==> src/hw/rtl/sdl_pkg.sv <==
// Package: shared types and constants for the sorted descending list.
`timescale 1ns / 1ps

package sdl_pkg;

  localparam int unsigned KEY_W = 32;
  localparam int unsigned PAY_W = 64;
  localparam int unsigned POS_W = 6;
  localparam int unsigned LEN_W = 7;

  typedef enum logic [1:0] {
    OP_INSERT = 2'd0,
    OP_DELETE = 2'd1,
    OP_GET    = 2'd2,
    OP_CLEAR  = 2'd3
  } op_e;

  typedef enum logic [1:0] {
    ST_OK      = 2'd0,
    ST_FULL    = 2'd1,
    ST_BAD_POS = 2'd2
  } status_e;

  typedef struct packed {
    op_e                     op;
    logic [PAY_W-1:0]        payload;
    logic signed [KEY_W-1:0] sort_value;
    logic [POS_W-1:0]        position;
  } req_t;

  typedef struct packed {
    status_e                 status;
    logic [PAY_W-1:0]        out_payload;
    logic signed [KEY_W-1:0] out_value;
    logic [LEN_W-1:0]        length;
  } res_t;

  typedef enum logic [3:0] {
    S_IDLE,
    S_DECODE,
    S_INS_READ,
    S_INS_CMP,
    S_INS_HEAD,
    S_DEL_READ,
    S_DEL_WRITE,
    S_GET_READ,
    S_GET_RESP
  } state_e;

  typedef enum logic [2:0] {
    PTR_HOLD,
    PTR_LAST,
    PTR_POS,
    PTR_DEC,
    PTR_INC
  } ptr_op_e;

  typedef enum logic [1:0] {
    CNT_HOLD,
    CNT_INC,
    CNT_DEC,
    CNT_CLR
  } cnt_op_e;

  typedef enum logic [2:0] {
    WR_NONE,
    WR_SHIFT_UP,
    WR_SHIFT_DOWN,
    WR_NEW_NEXT,
    WR_NEW_HEAD
  } wr_sel_e;

  typedef enum logic [1:0] {
    RD_NONE,
    RD_PTR,
    RD_NEXT
  } rd_sel_e;

  typedef struct packed {
    logic    load;
    ptr_op_e ptr_op;
    cnt_op_e cnt_op;
    wr_sel_e wr_sel;
    rd_sel_e rd_sel;
    logic    resp;
    status_e resp_status;
    logic    resp_data;
  } cmd_t;

  typedef struct packed {
    op_e  op;
    logic full;
    logic empty;
    logic bad_pos;
    logic pos_last;
    logic ptr_zero;
    logic ptr_last;
    logic greater;
  } sts_t;

endpackage

==> src/hw/rtl/sdl_ctrl.sv <==
// Controller: sequences insert, delete, get and clear requests.
`timescale 1ns / 1ps

module sdl_ctrl (
  input  logic         clk_i,
  input  logic         rst_ni,
  input  logic         start,
  output logic         busy,
  input  sdl_pkg::sts_t sts_i,
  output sdl_pkg::cmd_t cmd_o
);
  import sdl_pkg::*;

  state_e state_q, state_d;

  always_ff @(posedge clk_i or negedge rst_ni) begin
    if (!rst_ni) begin
      state_q <= S_IDLE;
    end else begin
      state_q <= state_d;
    end
  end

  assign busy = (state_q != S_IDLE);

  always_comb begin
    state_d           = state_q;
    cmd_o             = '0;
    cmd_o.ptr_op      = PTR_HOLD;
    cmd_o.cnt_op      = CNT_HOLD;
    cmd_o.wr_sel      = WR_NONE;
    cmd_o.rd_sel      = RD_NONE;
    cmd_o.resp_status = ST_OK;
    case (state_q)
      S_IDLE: begin
        if (start) begin
          cmd_o.load = 1'b1;
          state_d    = S_DECODE;
        end
      end
      S_DECODE: begin
        state_d = S_IDLE;
        case (sts_i.op)
          OP_INSERT: begin
            if (sts_i.full) begin
              cmd_o.resp        = 1'b1;
              cmd_o.resp_status = ST_FULL;
            end else if (sts_i.empty) begin
              cmd_o.wr_sel = WR_NEW_HEAD;
              cmd_o.cnt_op = CNT_INC;
              cmd_o.resp   = 1'b1;
            end else begin
              cmd_o.ptr_op = PTR_LAST;
              state_d      = S_INS_READ;
            end
          end
          OP_DELETE: begin
            if (sts_i.bad_pos) begin
              cmd_o.resp        = 1'b1;
              cmd_o.resp_status = ST_BAD_POS;
            end else if (sts_i.pos_last) begin
              cmd_o.cnt_op = CNT_DEC;
              cmd_o.resp   = 1'b1;
            end else begin
              cmd_o.ptr_op = PTR_POS;
              state_d      = S_DEL_READ;
            end
          end
          OP_GET: begin
            if (sts_i.bad_pos) begin
              cmd_o.resp        = 1'b1;
              cmd_o.resp_status = ST_BAD_POS;
            end else begin
              cmd_o.ptr_op = PTR_POS;
              state_d      = S_GET_READ;
            end
          end
          default: begin
            cmd_o.cnt_op = CNT_CLR;
            cmd_o.resp   = 1'b1;
          end
        endcase
      end
      S_INS_READ: begin
        cmd_o.rd_sel = RD_PTR;
        state_d      = S_INS_CMP;
      end
      S_INS_CMP: begin
        if (sts_i.greater) begin
          cmd_o.wr_sel = WR_SHIFT_UP;
          if (sts_i.ptr_zero) begin
            state_d = S_INS_HEAD;
          end else begin
            cmd_o.ptr_op = PTR_DEC;
            state_d      = S_INS_READ;
          end
        end else begin
          cmd_o.wr_sel = WR_NEW_NEXT;
          cmd_o.cnt_op = CNT_INC;
          cmd_o.resp   = 1'b1;
          state_d      = S_IDLE;
        end
      end
      S_INS_HEAD: begin
        cmd_o.wr_sel = WR_NEW_HEAD;
        cmd_o.cnt_op = CNT_INC;
        cmd_o.resp   = 1'b1;
        state_d      = S_IDLE;
      end
      S_DEL_READ: begin
        cmd_o.rd_sel = RD_NEXT;
        state_d      = S_DEL_WRITE;
      end
      S_DEL_WRITE: begin
        cmd_o.wr_sel = WR_SHIFT_DOWN;
        if (sts_i.ptr_last) begin
          cmd_o.cnt_op = CNT_DEC;
          cmd_o.resp   = 1'b1;
          state_d      = S_IDLE;
        end else begin
          cmd_o.ptr_op = PTR_INC;
          state_d      = S_DEL_READ;
        end
      end
      S_GET_READ: begin
        cmd_o.rd_sel = RD_PTR;
        state_d      = S_GET_RESP;
      end
      S_GET_RESP: begin
        cmd_o.resp      = 1'b1;
        cmd_o.resp_data = 1'b1;
        state_d         = S_IDLE;
      end
      default: begin
        state_d = S_IDLE;
      end
    endcase
  end

endmodule

==> config.mk <==
export PLATFORM = sky130hd
export DESIGN_NAME = sdl_ctrl
export DESIGN_NICKNAME = d
export VERILOG_FILES = /design/src/hw/rtl/sdl_pkg.sv /design/src/hw/rtl/sdl_ctrl.sv
export SDC_FILE = /design/constraint.sdc
export NUM_CORES = 1
export LEC_CHECK = 0
export BUFFER_PORTS_ARGS = -buffer_cell sky130_fd_sc_hd__buf_2
export CORE_AREA = 2 2 39 41
export DETAILED_ROUTE_END_ITERATION = 8
export DIE_AREA = 0 0 41 43
export GPL_TIMING_DRIVEN = 0
export PLACE_DENSITY = 0.9
export SLEW_MARGIN = 30
export SYNTH_ARGS = -nofsm -noshare
export SYNTH_HDL_FRONTEND = slang
export SYNTH_SLANG_ARGS = --single-unit
==> constraint.sdc <==
create_clock -name clk_i -period 2.7 [get_ports clk_i]
set_clock_uncertainty 0.1 [all_clocks]
set_input_delay 0.405 -clock clk_i [delete_from_list [all_inputs] [get_ports clk_i]]
set_output_delay 0.405 -clock clk_i [all_outputs]
set_load 0.05 [all_outputs]
# Word level (Yosys, flattened, before mapping)
# Cells that the tools add are included.
[totals]
register_bits = 4
out_inout_bits = 16
elab_cells = 63
[classes]
eq_ne = 11
muxes = 46
n_reduce_logical = 5
[op_table]
columns = ["operator", "n"]
rows = [
  ["2-to-1 mux 3 bit", 10],
  ["case mux 4 bit (7 select lines)", 1],
  ["case mux 3 bit (3 select lines)", 3],
  ["2-to-1 mux 2 bit", 10],
  ["case mux 5 bit (4 select lines)", 1],
  ["== test 4 x 3 -> 1 bit, second input constant", 4],
  ["2-to-1 mux 1 bit", 12],
  ["case mux 2 bit (3 select lines)", 2],
  ["== test 4 x 2 -> 1 bit, second input constant", 2],
  ["2-to-1 mux 4 bit", 2],
  ["2-to-1 mux 8 bit", 1],
  ["2-to-1 mux 5 bit", 1],
  ["== test 4 x 1 -> 1 bit, second input constant", 1],
  ["== test 4 bit, second input constant", 1],
  ["logical NOT 4 bit", 1],
  ["case mux 1 bit (4 select lines)", 1],
  ["case mux 2 bit (2 select lines)", 1],
  ["nonzero test 4 bit", 1],
  ["OR reduction 2 bit", 2],
  ["case mux 1 bit (3 select lines)", 1],
  ["== test 2 x 1 -> 1 bit, second input constant", 1],
  ["== test 2 bit, second input constant", 1],
  ["logical NOT 2 bit", 1],
  ["inequality test 2 bit, second input constant", 1],
]

# Longest topological paths before layout
[logic_depth]
word_depth = 4
depth_mapped = 6
mapped_depth_nobuf = 6

# Least setup slack after synthesis
# No wires, ideal clock.
[synth_path]
kind = "register to output"
start = "reg state_q[1]"
end = "out cmd_o[2] in the netlist's numbering"
t_arrival_ps = 2161
required_time_ps = 2195
slack_ps = 34
path_stages_with_launch = 4
path_buffers = 1
cell_sequence = "dfrtp_1 buf_6 or4b_4 nor3_1"
[synth_lines]
columns = ["element", "line", "source"]
rows = [
  ["start, declared", "sdl_ctrl.sv:14", "state_e state_q, state_d;"],
  ["start signal, assigned", "sdl_ctrl.sv:20", "state_q <= state_d;"],
  ["end, declared", "sdl_ctrl.sv:10", "output sdl_pkg::cmd_t cmd_o"],
]

==> results_dict.tcl <==
set metrics [dict create \
    outcome "complete, no violations" \
    n_antenna_cell 0 \
    synth-xor-area-share 0 \
    grt.total_usage 0.251 \
    synth_ff_type "dfrtp_1" \
    async_flop_share 1.00 \
    area_delta_synth_final_pct 30.4 \
    required_ps 2190 \
    die_y_um 43 \
    ctsHoldBuffers 1 \
    ant_nets 0 \
    netlist-cell-type-count 32 \
    reg2reg_slack_ps 820 \
    slew_violations 0 \
    port_buffers 27 \
    cp-start-kind "register" \
    htreeDepth 1 \
    io_pins 28 \
    drtPass1Iterations 4 \
    crit_path_max_incr_delay_ps 390 \
    cts.sinks 4 \
    grt_antenna_before_repair 0 \
    synth-seq-cells 4 \
    max_cap_violations 0 \
    hp-class "input pin to register" \
    placementRows 14 \
    p_total_w 0.000812 \
    fin_cells 133 \
    min_path_cells 3 \
    regMostFlops "state_q" \
    dieArea_um2 1760 \
    largest_register_ff_count 4 \
    whs_endpoint "state_q[0]" \
    final_common_cell "buf_2" \
    slew_headroom 0.685 \
    rsz0062_at_grt "false" \
    cts_resized 0 \
    grt_max_degree 11 \
    setup_viol 0 \
    drc 0 \
    synth_simple_gate_area_frac 0.401 \
    drive_gt1_frac 0.308 \
    clkTransAtPathRegs_ps 40 \
    fin_util 0.582 \
    tns_ps 0 \
    r2r_start "state_q[1]" \
    finalHoldViolCount 0 \
    synth_area_um2 618 \
    cp-end-kind "output port" \
    numCtsBuffers 3 \
    syn-mean-instance-area_um2 7.19 \
    die_w_um 41 \
    post-dp-hpwl_um 1390 \
    core-area_um2 1380 \
    crit_chain "clkbuf_1, inv_1, nor2_1, o21bai_1, a21oi_1, buf_2" \
    dr_total_vias 785 \
    r2r_end "state_q[0]" \
    wl_um 1810 \
    ys_seq_area_frac 0.162 \
    placedCellCount 129 \
    fmax_mhz 411 \
    gp_congestion 0.885 \
    reg2regPathDepth 5 \
    synth_compound_area_frac 0.283 \
    tritoncts "done" \
    hp-start "start" \
    postSynthCellCount 86 \
    synth-edff-count 0 \
    synth.area.mux_share 0 \
    worst-setup-path-type "register to output port" \
    filler_cell_count 124 \
    cts-root-buf "clkbuf_4" \
    fin_crit_sh 0.902 \
    cts_setup_buffers 0 \
    slowest_stage "dfrtp_1" \
    cp_max_fo 10 \
    drt_iter0_markers 33 \
    power_density_nw_per_um2 1010 \
    max-vdd-ir-drop_mv 0.453 \
    grt-ovfl-total 0 \
    layout_common_cells "buf_2, nor2_1, nand2_1, a21oi_1" \
    worst_pin_slew_ps 473 \
    grt_pass1_wl_um 3020 \
    wl_per_cell_um 13.6 \
    start_util 0.447 \
    grt_pass1_vias 685 \
    ys.warnings.count 0 \
    hold_ws_ps 355 \
    cp.arrival_ps 1930 \
    leakage_nw 0.397 \
    reg.largest.list "state_q (4)" \
    synth_fp_nets 102 \
    insertion_delay_ps 250 \
    cts.path.max_buffers 2 \
    synth_top_family_by_area "simple AND/OR/NAND/NOR gates" \
    synthAdderAreaFrac 0.0810 \
    fin_crit_ps 2440 \
    vias_per_cell 5.90 \
    fin_nets 135 \
]
cells in the mapped netlist, types with 3 or more instances:
cell type  number  area [um^2]
nor2_1         11         41.3
nand2_1         9         33.8
a21oi_1         7         35.0
o21ai_0         5         25.0
dfrtp_1         4          100
clkbuf_1        4         15.0
nor3_1          5         25.0
inv_1           5         18.8
and3_1          3         18.8
ha_1            4         50.1
nand2b_1        5         31.3
cell type report:
class | instances | area (um^2) | share of cell area
plain buffers | 5 | 26.3 | 0.0326
clock buffers | 3 | 22.5 | 0.0280
inverters | 5 | 18.8 | 0.0233
multi-input cells | 72 | 473 | 0.587
flip-flops and latches | 4 | 100 | 0.124
well taps | 16 | 20.0 | 0.0248
repair buffers | 28 | 145 | 0.180
worst max-delay path: cells and delay by family, from the launching register on:
| kind | cells | cell delay (ps) |
|---|---|---|
| AND/OR/NAND/NOR | 1 | 250 |
| buffers and inverters | 3 | 780 |
| AO/OA/AOI/OAI | 2 | 260 |
| flip-flops | 1 | 390 |
where the power goes:
| part | leakage, nW | total [W] | internal (W) | switching [W] |
|---|---|---|---|---|
| clock network | 0.0138 | 0.0000782 | 0.0000499 | 0.0000283 |
| registers | 0.0530 | 0.000103 | 0.0000785 | 0.0000249 |
| logic | 0.330 | 0.000630 | 0.000183 | 0.000447 |
per-stage QoR:
| step | setup WS (ps) | instance area [um^2] |
|---|---|---|
| floorplan | 33.9 | 618 |
| global placement | 474 | 773 |
| detailed placement | 439 | 773 |
| CTS | 283 | 806 |
| global route | 131 | 806 |
| finish | 264 | 806 |
logic make-up (layout without fill, tap and decap cells):
logic type               after synthesis  count (layout)
buffers and inverters                 10              41
flip-flops                             4               4
AO/OA/AOI/OAI                         23              23
adder cells (fa/ha/maj)                4               4
AND/OR/NAND/NOR                       45              45
how the worst max path moves through the flow:
stage                end       start  slack, ps  cells after the start
3_5_place_dp   cmd_o[12]    sts_i[8]        440                      8
4_1_cts         cmd_o[9]  state_q[2]        280                      6
3_3_place_gp   cmd_o[12]    sts_i[8]        470                      8
5_1_grt         cmd_o[9]  state_q[2]        130                      6
6_report        cmd_o[9]  state_q[2]        260                      6
2_1_floorplan   cmd_o[2]  state_q[1]         30                      3
per-layer routing:
metal | GRT usage | routed length [um]
met1 | 0.322 | 719
met2 | 0.372 | 885
met3 | 0.0524 | 158
met4 | 0.140 | 48
met5 | 0 | 0
Power figures use the tool's default switching activity.
